<file path="src/rtl/sct_pkg.sv">
`default_nettype none
// ----------------------------------------------------------------------------
// sct_pkg: shared types and constants of the sketch counter table
// Word layouts, command codes, controller/datapath handshake structs and
// the counter width mask helper.
// ----------------------------------------------------------------------------
package sct_pkg;

   localparam int unsigned DATA_W       = 32;
   localparam int unsigned HASH_W       = 32;
   localparam int unsigned HASH_ROWS    = 4;
   localparam int unsigned CMD_W        = 3;
   localparam int unsigned CSR_W        = 6;
   localparam int unsigned REDUCE_STEPS = 3;
   localparam int unsigned STEP_W       = $clog2(REDUCE_STEPS);

   localparam logic [CMD_W-1:0] CMD_ADD    = 3'd0;
   localparam logic [CMD_W-1:0] CMD_SUB    = 3'd1;
   localparam logic [CMD_W-1:0] CMD_RAISE  = 3'd2;
   localparam logic [CMD_W-1:0] CMD_ASSIGN = 3'd3;
   localparam logic [CMD_W-1:0] CMD_QUERY  = 3'd4;

   typedef struct packed {
      logic [CMD_W-1:0]  command;
      logic [DATA_W-1:0] operand;
      logic [HASH_W-1:0] hash_row0;
      logic [HASH_W-1:0] hash_row1;
      logic [HASH_W-1:0] hash_row2;
      logic [HASH_W-1:0] hash_row3;
   } req_type;

   typedef struct packed {
      logic [DATA_W-1:0]    min_value;
      logic [HASH_ROWS-1:0] min_rows;
   } rsp_type;

   typedef struct packed {
      logic clear_wr;
      logic item_load;
      logic reduce_step;
      logic mem_read;
      logic execute;
      logic rsp_load;
   } ctrl_cmd_type;

   typedef struct packed {
      logic clear_last;
      logic reduce_last;
      logic rsp_free;
   } ctrl_status_type;

   function automatic logic [DATA_W-1:0] width_mask(input logic [CSR_W-1:0] width);
      logic [CSR_W-1:0]  active;
      logic [DATA_W-1:0] mask;
      active = (width == '0 || width > CSR_W'(DATA_W)) ? CSR_W'(1) : width;
      for (int i = 0; i < DATA_W; i++) begin
         mask[i] = (CSR_W'(i) < active);
      end
      return mask;
   endfunction

endpackage

`default_nettype wire

</file>
<file path="src/rtl/sct_ctrl.sv">
`default_nettype none
// ----------------------------------------------------------------------------
// sct_ctrl: sequencer of the sketch counter table
// Runs the clearing sweep after reset, then steps each word through index
// reduction, bank read, update or minimum, and result hand-off.
// ----------------------------------------------------------------------------
module sct_ctrl import sct_pkg::*; (
   input  wire logic            clock,
   input  wire logic            reset,
   input  wire logic            req_valid,
   output logic                 req_ready,
   input  wire ctrl_status_type status,
   output ctrl_cmd_type         cmd
);

   typedef enum logic [6:0] {
      ST_CLEAR   = 7'b0000001,
      ST_IDLE    = 7'b0000010,
      ST_REDUCE  = 7'b0000100,
      ST_READ    = 7'b0001000,
      ST_EXECUTE = 7'b0010000,
      ST_RESPOND = 7'b0100000,
      ST_SPARE   = 7'b1000000
   } state_type;

   state_type state_ff, state_in;

   always_ff @(posedge clock) begin
      if (reset) begin
         state_ff <= ST_CLEAR;
      end else begin
         state_ff <= state_in;
      end
   end

   always_comb begin
      state_in  = state_ff;
      cmd       = '0;
      req_ready = 1'b0;
      case (state_ff)
         ST_CLEAR: begin
            cmd.clear_wr = 1'b1;
            if (status.clear_last) begin
               state_in = ST_IDLE;
            end
         end
         ST_IDLE: begin
            req_ready     = 1'b1;
            cmd.item_load = req_valid;
            if (req_valid) begin
               state_in = ST_REDUCE;
            end
         end
         ST_REDUCE: begin
            cmd.reduce_step = 1'b1;
            if (status.reduce_last) begin
               state_in = ST_READ;
            end
         end
         ST_READ: begin
            cmd.mem_read = 1'b1;
            state_in     = ST_EXECUTE;
         end
         ST_EXECUTE: begin
            cmd.execute = 1'b1;
            state_in    = ST_RESPOND;
         end
         ST_RESPOND: begin
            if (status.rsp_free) begin
               cmd.rsp_load = 1'b1;
               state_in     = ST_IDLE;
            end
         end
         default: begin
            state_in = ST_IDLE;
         end
      endcase
   end

endmodule

`default_nettype wire

</file>
<file path="config.mk">
export PLATFORM = sky130hd
export DESIGN_NAME = sct_ctrl
export DESIGN_NICKNAME = d
export VERILOG_FILES = /design/src/rtl/sct_pkg.sv /design/src/rtl/sct_ctrl.sv
export SDC_FILE = /design/constraint.sdc
export NUM_CORES = 1
export LEC_CHECK = 0
export ABC_AREA = 1
export BUFFER_PORTS_ARGS = -buffer_cell sky130_fd_sc_hd__buf_2
export CAP_MARGIN = 40
export CELL_PAD_IN_SITES_DETAIL_PLACEMENT = 1
export CELL_PAD_IN_SITES_GLOBAL_PLACEMENT = 2
export CORE_MARGIN = 2
export CORE_UTILIZATION = 25
export CTS_CLUSTER_SIZE = 8
export DETAILED_ROUTE_END_ITERATION = 8
export HOLD_SLACK_MARGIN = 0.05
export PLACE_DENSITY_LB_ADDON = 0.1
export SYNTH_ARGS = -nofsm -noshare
export SYNTH_HDL_FRONTEND = slang
export SYNTH_SLANG_ARGS = --single-unit
</file>
<file path="constraint.sdc">
create_clock -name clock -period 2.5 [get_ports clock]
set_clock_uncertainty 0.1 [all_clocks]
set_input_delay 0.75 -clock clock [delete_from_list [all_inputs] [get_ports clock]]
set_output_delay 0.75 -clock clock [all_outputs]
set_load 0.1 [all_outputs]
</file>
# Word-level counts from Yosys, hierarchy flattened
# Cells that the tools add are included.
# totals
ff_bits,7
input_bits,6
output_inout_bits,7
word_cells,25
# classes
n_eq_ne,10
n_mux,13
reduce_logical,1
# ops
cell,n
$pmux W7 S6,1
$mux W7,4
$mux W1,8
$ne A2 B2 Y1 const B,4
$eq A7 B1 Y1 const B,1
$eq A7 B2 Y1 const B,1
$eq A7 B3 Y1 const B,1
$eq A7 B4 Y1 const B,1
$eq A7 B5 Y1 const B,1
$eq A7 B6 Y1 const B,1
$reduce_and A4 Y1,1

# Logic depth before layout (Yosys ltp)
# Gate-level depths: netlist (run 1).
# logic_depth
ltp_word,3
ltp_mapped,7
ltp_nobuf,7

# Least setup slack after synthesis (run 1)
# Ideal clock, no wire load.
# synth_path
path_kind,in2out
from,input port status[0] in the netlist's numbering
to,output port cmd[0] in the netlist's numbering
t_arrival_ns,2.041
t_required_ns,1.650
slack_ns,-0.391
stages,2
n_path_buf,0
path_cell_list,inv_1 -> nor2_1
# synth_rtl
element,line,text
"start, declared",sct_ctrl.sv:12,"input wire ctrl_status_type status,"
"end, declared",sct_ctrl.sv:13,output ctrl_cmd_type cmd

==> results of run 1 <==
[kinds of logic (layout without fill, tap and decap cells)]
group | after synthesis | in the layout | share of synthesized area (%)
AO/OA/AOI/OAI | 3 | 3 | 3.959
buffers and inverters | 16 | 30 | 16.83
flip-flops | 6 | 6 | 31.68
AND/OR/NAND/NOR | 30 | 30 | 47.52
[metal layers]
| metal | vias up | wire (um) | global-route usage (%) |
|---|---|---|---|
| li1 | 200 | - | - |
| met4 | 0 | 29 | 9.091 |
| met2 | 9 | 379 | 16.06 |
| met1 | 171 | 445 | 14.18 |
| met5 | - | 0 | 0 |
| met3 | 4 | 41 | 2.553 |
[per-stage QoR]
| step | worst slack (ps) | area [um2] | util [%] |
|---|---|---|---|
| floorplan | 62.62 | 381.6 | - |
| global placement | 413.8 | 484.2 | 32.91 |
| detailed placement | 415.3 | 484.2 | 32.91 |
| CTS | 154.1 | 506.7 | 34.44 |
| global route | 63.12 | 506.7 | 34.44 |
| finish | 149.1 | 506.7 | 34.44 |
[power by group through the flow]
stage	Combinational [W]	Sequential (W)	Clock, W
after global placement	0.0000781	0.000106	0
after floorplan	0.0000606	0.000105	0
final	0.0000772	0.000104	0.0000901
after detailed placement	0.0000776	0.000106	0
after CTS	0.0000780	0.000104	0.0000919
after global routing	0.0000832	0.000104	0.0000980
[synthesized netlist by cell type]
master,n
inv_1,13
nand2_1,7
nor2_1,7
dfxtp_1,6
nand4_1,4
a21oi_1,3
nand3_1,3
nor2_4,3
inv_2,2
nand4_2,2
nor2_2,2
and3_1,1
buf_4,1
nand3_2,1
[final cells by class]
cell class / count / area share (%)
clock buffer: 3 / 4.444
inverter: 15 / 11.11
multi-input combinational: 33 / 39.01
sequential: 6 / 23.70
tap: 16 / 3.951
timing repair buffer: 12 / 17.78
[placed cells by master (no fill, tap or decap), drive strengths merged]
cell type  instances
buf               12
nand4              6
dfxtp              6
and3               1
nand3              4
clkbuf             3
nand2              7
nor2              12
inv               15
a21oi              3
[worst register-to-register path: stages, from the launching register on]
cell and delay (ps):
dfxtp_1 320, nor2_2 240, nand4_1 180, nand2_1 120
nor2_2 50, nand2_1 60, a21oi_1 60
[path summary, 6_finish.rpt]
kind,startpoint,end,slack (ps),cells past startpoint
hold reg to reg,state_ff[0]$_SDFFE_PP1P_,state_ff[0]$_SDFFE_PP1P_,480,4
setup reg to reg,state_ff[0]$_SDFFE_PP1P_,state_ff[1]$_SDFFE_PP0P_,1250,6
hold / removal,state_ff[0]$_SDFFE_PP1P_,state_ff[0]$_SDFFE_PP1P_,480,4
setup / recovery,state_ff[0]$_SDFFE_PP1P_,cmd[2],150,4
==> reports/qor.json, run 1 <==
{
  "synth.cell_area_um2": 379.1,
  "cp.buffers_inverters": 2,
  "placed_cells": 82,
  "biggestRegsByFlops": "state_ff: 6 flops",
  "worst_setup_path_class": "register to output port",
  "worst_path_required_time_ps": 1650,
  "finish.cell_count_without_fillers": 85,
  "ioPinCount": 13,
  "finalPower_w": 0.0002712,
  "clock_latency_ps": 250,
  "power.switching_fraction_pct": 36.13,
  "post-cts-setup-buffers": 0,
  "io_buffer_count": 12,
  "critical_path.slowest_cell": "buf_2",
  "cts_htree_levels": 1,
  "final_min_period_over_clock_period_pct": 94.04,
  "number_of_antenna_violations_at_the_first_check_in_global_routing": 0,
  "critPathLaunchType": "register",
  "synth_seq_cells": 6,
  "floorplan.die.width_um": 42.94,
  "worst_stage_delay_on_the_critical_path_ps": 420,
  "finalSetupViolCount": 0,
  "tritoncts": "yes",
  "vias": 384,
  "max_cap_violations": 0,
  "synth_largest_type_area_fraction_pct": 31.68,
  "cts_resized": 0,
  "gr-usage-all-layers_pct": 11.24,
  "setup_tns_ps": 0,
  "grt_remaining_overflow": 0,
  "crit_arrival_ps": 1500,
  "dieArea_um2": 1844,
  "timing.critical_path.fanout_max": 6,
  "type_of_element_capturing_the_critical_path": "output port",
  "clk_pin_slew_worst_paths_ps": 50,
  "part_of_the_power_in_the_clock_network_pct": 33.2,
  "area.sequential_um2": 120.1,
  "totalWireLength_um": 895,
  "nets": 77,
  "yosys_warnings": 0,
  "post_synth_inst_count": 55,
  "core_um2": 1471,
  "gp_congestion": 0.6973,
  "mean_instance_size_in_the_synthesized_netlist_um2": 6.893,
  "run_status": "finished, final reports clean",
  "power_frac_comb_pct": 28.5,
  "synth_area_leader_cell": "dfxtp_1",
  "fillers": 207,
  "detail_route.first_pass.iterations": 2,
  "antenna_cells_inserted": 0,
  "synth_nets": 61,
  "start_util_pct": 25.77,
  "largest_register_ffs": 6,
  "post_drt_via_cell_ratio": 4.518,
  "first_iter_violations": 7,
  "cts_buffer_depth": 2,
  "p_leak_nw": 0.3011,
  "powerDensity_nw_per_um2": 535.1,
  "endpoints_failing_hold": 0,
  "tightestPinTransition_ps": 484.9,
  "tritoncts_num_sinks": 6,
  "dp_hpwl_um": 741.8,
  "clockRootBuffer": "clkbuf_4",
  "wl_per_cell_um": 10.53,
  "max_freq_mhz": 425.4,
  "vdd.ir_drop.worst_uv": 290.1,
  "final_period_minus_worst_setup_slack_ps": 2351,
  "remaining_drc_errors": 0,
  "ant_nets": 0,
  "synth_cell_type_count": 14,
  "largest_register": "state_ff",
  "syn_to_final_growth_pct": 33.66,
  "multi_input_area_um2": 197.7,
  "cts-buffers-inserted": 3,
  "cts.hold.buffers_added": 0,
  "holdWs_ps": 480.1,
  "final_slew_viol_count": 0,
  "maximum_number_of_pins_on_one_net_before_global_route_repair": 8,
  "grt_pass1_vias": 347,
  "row_count": 14,
  "power.share.sequential_pct": 38.3,
  "ys_seq_area_share_pct": 31.68,
  "critical-path-top-delay-family": "buffers and inverters",
  "height_of_the_die_um": 42.94,
  "layout-drive-gt1-share_pct": 37.68,
  "synth.top_cells.by_area": "dfxtp_1, inv_1, nor2_4, nand2_1, nor2_1",
  "rsz0062_at_grt": "no",
  "crit_chain": "nor2_2 -> nand4_1 -> inv_1 -> buf_2",
  "max_slew_margin_pct": 67.89,
  "worstHoldPathType": "register to register",
  "total_switching_power_w": 0.00009797,
  "intPower_w": 0.0001732,
  "grt_pass1_wl_um": 1483
}
Note: power is estimated with default switching activity, not from simulation.
==> run 2, diff against run 1 <==
- ABC_AREA: 1 -> not set
- CAP_MARGIN: 40 -> 0
- CORE_UTILIZATION: 25 -> 27
==> reports/qor.json, run 2 <==
{
  "rsz0062_at_grt": {"value": "yes", "change": "was no"},
  "p_leak": {"value": 0.2780, "unit": "nW", "change": "was 0.3011 nW"},
  "row_count": {"value": 13, "change": "was 14"},
  "max_cap_violations": {"value": 0, "change": "unchanged"},
  "clockRootBuffer": {"value": "clkbuf_4", "change": "unchanged"},
  "synth_largest_type_area_fraction": {"value": 32.65, "unit": "%", "change": "was 31.68%"},
  "vias": {"value": 375, "change": "was 384"},
  "met2_usage": {"value": 26.56, "unit": "%", "change": "was 16.06%"},
  "grt_remaining_overflow": {"value": 0, "change": "unchanged"},
  "clk_pin_slew_worst_paths": {"value": 50, "unit": "ps", "change": "about the same"},
  "final_period_minus_worst_setup_slack": {"value": 2522, "unit": "ps", "change": "was 2351 ps"},
  "nets": {"value": 67, "change": "was 77"},
  "power_frac_comb": {"value": 33.2, "unit": "%", "change": "was 28.5%"},
  "core": {"value": 1285, "unit": "um2", "change": "was 1471 um2"},
  "prevailing_post_synth_register_cell": {"value": "dfxtp_1", "change": "unchanged"},
  "worst_stage_delay_on_the_critical_path": {"value": 580, "unit": "ps", "change": "was 420 ps"},
  "cts_htree_levels": {"value": 1, "change": "unchanged"},
  "start_util": {"value": 28.63, "unit": "%", "change": "was 25.77%"},
  "grt_pass1_vias": {"value": 364, "change": "was 347"},
  "largest_register_ffs": {"value": 6, "change": "unchanged"},
  "wl_per_cell": {"value": 14.14, "unit": "um", "change": "was 10.53 um"},
  "intPower": {"value": 0.0001937, "unit": "W", "change": "was 0.0001732 W"},
  "peak_usage_layer_in_the_global_routing_report": {"value": "met2", "change": "unchanged"},
  "endpoints_failing_hold": {"value": 0, "change": "unchanged"},
  "gp_congestion": {"value": 0.7534, "change": "was 0.6973"},
  "postLayoutSetupSlackWorst": {"value": -22.32, "unit": "ps", "change": "was 149.1 ps"},
  "run_status": {"value": "finished with violations", "change": "was finished, final reports clean"},
  "holdWs": {"value": 554.2, "unit": "ps", "change": "was 480.1 ps"},
  "io_buffer_count": {"value": 12, "change": "unchanged"},
  "post_synth_inst_count": {"value": 41, "change": "was 55"},
  "grt.met1_usage": {"value": 18.63, "unit": "%", "change": "was 14.18%"},
  "setup.reg_to_reg.worst_slack": {"value": 670, "unit": "ps", "change": "was 1250 ps"},
  "gr-usage-all-layers": {"value": 16.40, "unit": "%", "change": "was 11.24%"},
  "biggestRegsByFlops": {"value": "state_ff: 6 flops", "change": "unchanged"},
  "critPathLaunchType": {"value": "register", "change": "unchanged"},
  "grt_pass1_wl": {"value": 1683, "unit": "um", "change": "was 1483 um"},
  "final_cell_mix": {"value": "buf_2, buf_12, nor3_1, buf_4, dfxtp_1", "change": "was inv_1, buf_2, nand2_1"},
  "crit-reg2reg-launch": {"value": "state_ff[3]$_SDFFE_PP0P_", "change": "was state_ff[0]$_SDFFE_PP1P_"},
  "finalSetupViolCount": {"value": 1, "change": "was 0"},
  "tightestPinTransition": {"value": 482.7, "unit": "ps", "change": "was 484.9 ps"},
  "clock_latency": {"value": 240, "unit": "ps", "change": "was 250 ps"},
  "yosys_warnings": {"value": 0, "change": "unchanged"},
  "cts-buffers-inserted": {"value": 3, "change": "unchanged"},
  "powerDensity": {"value": 511.8, "unit": "nW/um2", "change": "was 535.1 nW/um2"},
  "crit_chain": {"value": "or4_4 -> nor3b_4 -> buf_12", "change": "was nor2_2 -> nand4_1 -> inv_1 -> buf_2"},
  "number_of_synthesized_flops_with_an_enable_pin": {"value": 0, "change": "unchanged"},
  "dieArea": {"value": 1674, "unit": "um2", "change": "was 1844 um2"},
  "final_min_period_over_clock_period": {"value": 100.9, "unit": "%", "change": "was 94.04%"},
  "first_iter_violations": {"value": 0, "change": "was 7"},
  "synth_commonest_cells": {"value": "dfxtp_1, nor3_1, nand2b_1, nor2_1", "change": "was inv_1, nand2_1, nor2_1"},
  "min_delay_worst_endpoint": {"value": "state_ff[4]$_SDFFE_PP0P_", "change": "was state_ff[0]$_SDFFE_PP1P_"},
  "critPathLaunch": {"value": "state_ff[3]$_SDFFE_PP0P_", "change": "was state_ff[0]$_SDFFE_PP1P_"},
  "finalPower": {"value": 0.0002997, "unit": "W", "change": "was 0.0002712 W"},
  "post_drt_via_cell_ratio": {"value": 5.068, "change": "was 4.518"},
  "remaining_drc_errors": {"value": 0, "change": "unchanged"},
  "synth_seq_cells": {"value": 6, "change": "unchanged"},
  "reg2reg_to": {"value": "state_ff[1]$_SDFFE_PP0P_", "change": "unchanged"},
  "layout-drive-gt1-share": {"value": 47.46, "unit": "%", "change": "was 37.68%"},
  "timing.critical_path.fanout_max": {"value": 4, "change": "was 6"},
  "cts.hold.buffers_added": {"value": 0, "change": "unchanged"},
  "hold_path_depth": {"value": 2, "change": "was 4"},
  "synth_nets": {"value": 47, "change": "was 61"},
  "worst_path_required_time": {"value": 1650, "unit": "ps", "change": "about the same"},
  "pre_cts_ws": {"value": 237.1, "unit": "ps", "change": "was 415.3 ps"},
  "max_freq": {"value": 396.5, "unit": "MHz", "change": "was 425.4 MHz"},
  "ant_nets": {"value": 0, "change": "unchanged"},
  "maximum_number_of_pins_on_one_net_before_global_route_repair": {"value": 9, "change": "was 8"},
  "synth.most_common_cell": {"value": "dfxtp_1", "change": "was inv_1"},
  "synth_cell_type_count": {"value": 25, "change": "was 14"},
  "crit_arrival": {"value": 1670, "unit": "ps", "change": "was 1500 ps"},
  "ys_seq_area_share": {"value": 32.65, "unit": "%", "change": "was 31.68%"},
  "synth_area_leader_cell": {"value": "dfxtp_1", "change": "unchanged"},
  "number_of_antenna_violations_at_the_first_check_in_global_routing": {"value": 0, "change": "unchanged"},
  "totalWireLength": {"value": 1046, "unit": "um", "change": "was 895 um"},
  "use_met3": {"value": 4.891, "unit": "%", "change": "was 2.553%"},
  "synth.cell_area": {"value": 367.9, "unit": "um2", "change": "was 379.1 um2"},
  "detail_route.first_pass.iterations": {"value": 1, "change": "was 2"},
  "mean_instance_size_in_the_synthesized_netlist": {"value": 8.972, "unit": "um2", "change": "was 6.893 um2"},
  "largest_register": {"value": "state_ff", "change": "unchanged"},
  "antenna_cells_inserted": {"value": 0, "change": "unchanged"},
  "height_of_the_die": {"value": 40.91, "unit": "um", "change": "was 42.94 um"},
  "vdd.ir_drop.worst": {"value": 205.1, "unit": "uV", "change": "was 290.1 uV"},
  "critical_path.slowest_cell": {"value": "or4_4", "change": "was buf_2"},
  "part_of_the_power_in_the_clock_network": {"value": 30.5, "unit": "%", "change": "was 33.2%"},
  "worst_setup_path_class": {"value": "register to output port", "change": "unchanged"},
  "tritoncts": {"value": "yes", "change": "unchanged"},
  "total_switching_power": {"value": 0.0001060, "unit": "W", "change": "was 0.00009797 W"},
  "syn_to_final_growth": {"value": 59.18, "unit": "%", "change": "was 33.66%"},
  "synth.top_cells.by_area": {"value": "dfxtp_1, nor3_1, nand2b_1, nor3b_4, nor3b_1", "change": "was dfxtp_1, inv_1, nor2_4, nand2_1, nor2_1"},
  "worstRegToRegCells": {"value": 5, "change": "was 6"},
  "cts_buffer_depth": {"value": 2, "change": "unchanged"},
  "power.share.sequential": {"value": 36.3, "unit": "%", "change": "was 38.3%"},
  "most_common_cell_after_layout_fill_and_taps_aside": {"value": "buf_2", "change": "was inv_1"},
  "synthArstFlopShare": {"value": 0, "unit": "%", "change": "unchanged"},
  "worstHoldPathType": {"value": "register to register", "change": "unchanged"},
  "tritoncts_num_sinks": {"value": 6, "change": "unchanged"},
  "max_slew_margin": {"value": 68.04, "unit": "%", "change": "was 67.89%"},
  "power.switching_fraction": {"value": 35.36, "unit": "%", "change": "was 36.13%"},
  "floorplan.die.width": {"value": 40.91, "unit": "um", "change": "was 42.94 um"},
  "final_slew_viol_count": {"value": 0, "change": "unchanged"},
  "ioPinCount": {"value": 13, "change": "unchanged"},
  "hold_path.startpoint": {"value": "state_ff[4]$_SDFFE_PP0P_", "change": "was state_ff[0]$_SDFFE_PP1P_"},
  "violations": "setup timing",
  "type_of_element_capturing_the_critical_path": {"value": "output port", "change": "unchanged"}
}
[run 2: worst max-delay path by stage]
stage / endpoint / cells past startpoint
floorplan: cmd[4] / 3
detailed placement: cmd[3] / 3
global placement: cmd[3] / 3
finish: cmd[3] / 3
CTS: cmd[3] / 3
global route: cmd[3] / 3
[run 2: what timing repair did]
item,in CTS,in global routing
setup endpoints to repair,2,4
pin swaps,2,2
setup buffers,2,1
resized for setup,0,2
[run 2: cell type report]
class	count	area, um2
Tap cell	15	18.77
Fill cell	156	699.4
Sequential cell	6	122.6
Timing Repair Buffer	16	165.2
Clock buffer	3	22.52
Inverter	2	7.507
Multi-Input combinational cell	32	249.0
[run 2: cell families (layout without fill, tap and decap cells)]
group                     Yosys count  in the layout  share of synthesized area [%]
buffers and inverters               3             21                          4.083
DFF                                 6              6                          32.65
AOI/OAI and AO/OA                   7              7                          14.29
and+or+nand+nor                    24             24                          46.60
xor gates and xnor gates            1              1                          2.381
[run 2: layer usage]
layer / vias up / share of wire [%]
met5: - / 0
met4: 0 / 0
met3: 0 / 2.9
met2: 5 / 53
met1: 182 / 44
li1: 188 / -
[run 2: worst max-delay path: cells and delay by family, from the launching register on]
family | cells | cell delay, ps
buffers and inverters | 1 | 210
and+or+nand+nor | 2 | 880
DFF | 1 | 330
[run 2: power groups by stage]
stage	Combinational, W	Sequential, W	Clock, W
after global placement	0.0000948	0.000110	0
after global routing	0.000106	0.000109	0.000104
after CTS	0.0000975	0.000108	0.0000934
final	0.0000995	0.000109	0.0000913
after floorplan	0.0000640	0.000108	0
after detailed placement	0.0000960	0.000110	0
[run 2: stage by stage]
step	area [um2]	std cells	TNS [ps]	util [%]
after CTS	570.5	73	-3.402	44.40
after global placement	533.0	68	0	41.48
final	585.6	74	-22.32	45.57
after global routing	585.6	74	-70.05	45.57
after detailed placement	533.0	68	0	41.48
after floorplan	379.1	41	-302.9	-
==> run 3, diff against run 2 <==
- CELL_PAD_IN_SITES_DETAIL_PLACEMENT: 1 -> 0
- CELL_PAD_IN_SITES_GLOBAL_PLACEMENT: 2 -> 1
- CORE_AREA: not set -> 2 2 39 41
- CORE_MARGIN: 2 -> not set
- CORE_UTILIZATION: 27 -> not set
- DIE_AREA: not set -> 0 0 41 43
==> reports/qor.json, run 3 (same netlist as run 2, synthesis figures left out) <==
{
  "run_status": {"value": "finished, final reports clean", "change": "was finished with violations"},
  "critical_path.slowest_cell": {"value": "or4_4", "change": "unchanged"},
  "final_slew_viol_count": {"value": 0, "change": "unchanged"},
  "critPathLaunch": {"value": "state_ff[3]$_SDFFE_PP0P_", "change": "unchanged"},
  "dp_hpwl_um": 695,
  "first_iter_violations": {"value": 6, "change": "was 0"},
  "gr-usage-all-layers": {"value": 12.47, "unit": "%", "change": "was 16.40%"},
  "remaining_drc_errors": {"value": 0, "change": "unchanged"},
  "height_of_the_die": {"value": 43, "unit": "um", "change": "was 40.91 um"},
  "antenna_cells_inserted": {"value": 0, "change": "unchanged"},
  "number_of_antenna_violations_at_the_first_check_in_global_routing": {"value": 0, "change": "unchanged"},
  "endpoints_failing_hold": {"value": 0, "change": "unchanged"},
  "placed_cells": {"value": 69, "change": "was 68"},
  "grt_pass1_wl": {"value": 1435, "unit": "um", "change": "was 1683 um"},
  "syn_to_final_growth": {"value": 53.06, "unit": "%", "change": "was 59.18%"},
  "crit_chain": {"value": "or4_4 -> nor2_4 -> and2_4 -> buf_12", "change": "was or4_4 -> nor3b_4 -> buf_12"},
  "finalSetupViolCount": {"value": 0, "change": "was 1"},
  "final_cell_mix": {"value": "buf_2, buf_12, dfxtp_1", "change": "was buf_2, buf_12, nor3_1, buf_4, dfxtp_1"},
  "critical-path-top-delay-family": {"value": "simple AND/OR/NAND/NOR gates", "change": "unchanged"},
  "tritoncts": {"value": "yes", "change": "unchanged"},
  "powerDensity": {"value": 524.3, "unit": "nW/um2", "change": "was 511.8 nW/um2"},
  "finish.cell_count_without_fillers": {"value": 72, "change": "was 74"},
  "floorplan.die.width": {"value": 41, "unit": "um", "change": "was 40.91 um"},
  "detail_route.first_pass.iterations": {"value": 3, "change": "was 1"},
  "pre_cts_ws": {"value": 270.5, "unit": "ps", "change": "was 237.1 ps"},
  "worstRegToRegCells": {"value": 4, "change": "was 5"},
  "p_leak": {"value": 0.2612, "unit": "nW", "change": "was 0.2780 nW"},
  "ant_nets": {"value": 0, "change": "unchanged"},
  "hold_path.startpoint": {"value": "state_ff[3]$_SDFFE_PP0P_", "change": "was state_ff[4]$_SDFFE_PP0P_"},
  "wl_per_cell": {"value": 11.86, "unit": "um", "change": "was 14.14 um"},
  "most_common_cell_after_layout_fill_and_taps_aside": {"value": "buf_2", "change": "unchanged"},
  "worst_stage_delay_on_the_critical_path": {"value": 580, "unit": "ps", "change": "about the same"},
  "cts-buffers-inserted": {"value": 3, "change": "unchanged"},
  "vdd.ir_drop.worst": {"value": 252.0, "unit": "uV", "change": "was 205.1 uV"},
  "tritoncts_num_sinks": {"value": 6, "change": "unchanged"},
  "totalWireLength": {"value": 854, "unit": "um", "change": "was 1046 um"},
  "io_buffer_count": {"value": 12, "change": "unchanged"},
  "timing.critical_path.fanout_max": {"value": 5, "change": "was 4"},
  "final_min_period_over_clock_period": {"value": 99.88, "unit": "%", "change": "was 100.9%"},
  "crit-reg2reg-launch": {"value": "state_ff[3]$_SDFFE_PP0P_", "change": "unchanged"},
  "clock_latency": {"value": 240, "unit": "ps", "change": "about the same"},
  "clockRootBuffer": {"value": "clkbuf_4", "change": "unchanged"},
  "worst_setup_path_class": {"value": "register to output port", "change": "unchanged"},
  "post_drt_via_cell_ratio": {"value": 5.056, "change": "was 5.068"},
  "vias": {"value": 364, "change": "was 375"},
  "detailed_place.area": {"value": 534.3, "unit": "um2", "change": "was 533.0 um2"},
  "rsz0062_at_grt": {"value": "yes", "change": "unchanged"},
  "biggestRegsByFlops": {"value": "state_ff: 6 flops", "change": "unchanged"},
  "cts_buffer_depth": {"value": 2, "change": "unchanged"},
  "final_period_minus_worst_setup_slack": {"value": 2497, "unit": "ps", "change": "was 2522 ps"},
  "type_of_element_capturing_the_critical_path": {"value": "output port", "change": "unchanged"},
  "worst_path_required_time": {"value": 1650, "unit": "ps", "change": "about the same"},
  "nets": {"value": 64, "change": "was 67"},
  "setup.reg_to_reg.worst_slack": {"value": 840, "unit": "ps", "change": "was 670 ps"},
  "hold_path_depth": {"value": 2, "change": "unchanged"},
  "ioPinCount": {"value": 13, "change": "unchanged"},
  "worstHoldPathType": {"value": "register to register", "change": "unchanged"},
  "layout-drive-gt1-share": {"value": 42.86, "unit": "%", "change": "was 47.46%"},
  "clk_pin_slew_worst_paths": {"value": 50, "unit": "ps", "change": "about the same"},
  "grt_pass1_vias": {"value": 336, "change": "was 364"},
  "gp_congestion": {"value": 0.7810, "change": "was 0.7534"},
  "tightestPinTransition": {"value": 483.4, "unit": "ps", "change": "was 482.7 ps"},
  "start_util": {"value": 26.58, "unit": "%", "change": "was 28.63%"},
  "critPathLaunchType": {"value": "register", "change": "unchanged"},
  "setup_tns": {"value": 0, "unit": "ps", "change": "was -22.32 ps"},
  "grt_remaining_overflow": {"value": 0, "change": "unchanged"},
  "max_freq": {"value": 400.5, "unit": "MHz", "change": "was 396.5 MHz"},
  "max_cap_violations": {"value": 0, "change": "unchanged"},
  "cp.buffers_inverters": {"value": 1, "change": "unchanged"},
  "core": {"value": 1384, "unit": "um2", "change": "was 1285 um2"},
  "dieArea": {"value": 1763, "unit": "um2", "change": "was 1674 um2"},
  "largest_register_ffs": {"value": 6, "change": "unchanged"},
  "largest_register": {"value": "state_ff", "change": "unchanged"},
  "cts_htree_levels": {"value": 1, "change": "unchanged"},
  "max_slew_margin": {"value": 67.99, "unit": "%", "change": "was 68.04%"},
  "postLayoutSetupSlackWorst": {"value": 3.006, "unit": "ps", "change": "was -22.32 ps"},
  "crit_arrival": {"value": 1650, "unit": "ps", "change": "was 1670 ps"},
  "fin_area": {"value": 563.0, "unit": "um2", "change": "was 585.6 um2"},
  "postLayoutCoreUtil": {"value": 40.69, "unit": "%", "change": "was 45.57%"},
  "min_delay_worst_endpoint": {"value": "state_ff[4]$_SDFFE_PP0P_", "change": "unchanged"},
  "row_count": {"value": 14, "change": "was 13"},
  "reg2reg_to": {"value": "state_ff[1]$_SDFFE_PP0P_", "change": "unchanged"},
  "maximum_number_of_pins_on_one_net_before_global_route_repair": {"value": 9, "change": "unchanged"}
}
-- run 3: changes by cell type in the layout (fill, tap and decap cells not counted) --
cell     previous run  this run
dfxtp_2             2         1
buf_4               4         1
dfxtp_1             4         5
-- run 3: timing repair --
action	in CTS	in global routing
setup buffers	0	0
endpoints found under the setup margin	0	4
gates resized for setup	0	1
hold buffers	0	0
-- run 3: routing by layer --
metal	part of all wire [%]	up-vias	wire, um	GRT usage, %
li1	-	182	-	-
met1	46	171	394	18.77
met2	48	7	411	15.00
met3	3.4	4	29	3.141
met4	2.2	0	19	8.000
met5	0	-	0	0
-- run 3: how the worst max path moves through the flow --
stage / endpoint / slack [ps] / cells after the start
after floorplan: cmd[4] / -190 / 3
after global placement: cmd[4] / 280 / 4
after detailed placement: cmd[4] / 270 / 4
after CTS: cmd[4] / 3 / 4
after global routing: cmd[4] / -50 / 4
final: cmd[4] / 3 / 4
-- run 3: worst register-to-register path: cells and delay by family (launching register included) --
kind / cells / cell delay, ps
DFF: 1 / 340
and+or+nand+nor: 3 / 1030
AOI/OAI and AO/OA: 1 / 70
-- run 3: final cells by class --
type / count / area [um2]
flip-flops and latches: 6 / 121.4
inverters: 2 / 7.507
multi-input cells: 32 / 249.0
well taps: 16 / 20.02
clock buffers: 3 / 22.52
repair buffers: 13 / 142.6
fillers: 140 / 820.8
-- run 3: power by group --
group | leakage (nW) | total [W] | switching, W | internal (W)
registers | 0.0496 | 0.000109 | 0.00000892 | 0.000100
clock network | 0.0138 | 0.0000907 | 0.0000363 | 0.0000544
logic | 0.198 | 0.0000955 | 0.0000581 | 0.0000373
-- run 3: through the flow --
stage | hold slack (ps) | total power (W)
after floorplan | 439.5 | 0.0001723
after global placement | 485.6 | 0.0002045
after detailed placement | 496.3 | 0.0002059
after CTS | 505.6 | 0.0002975
after global routing | 559.2 | 0.0003123
final | 507.9 | 0.0002952
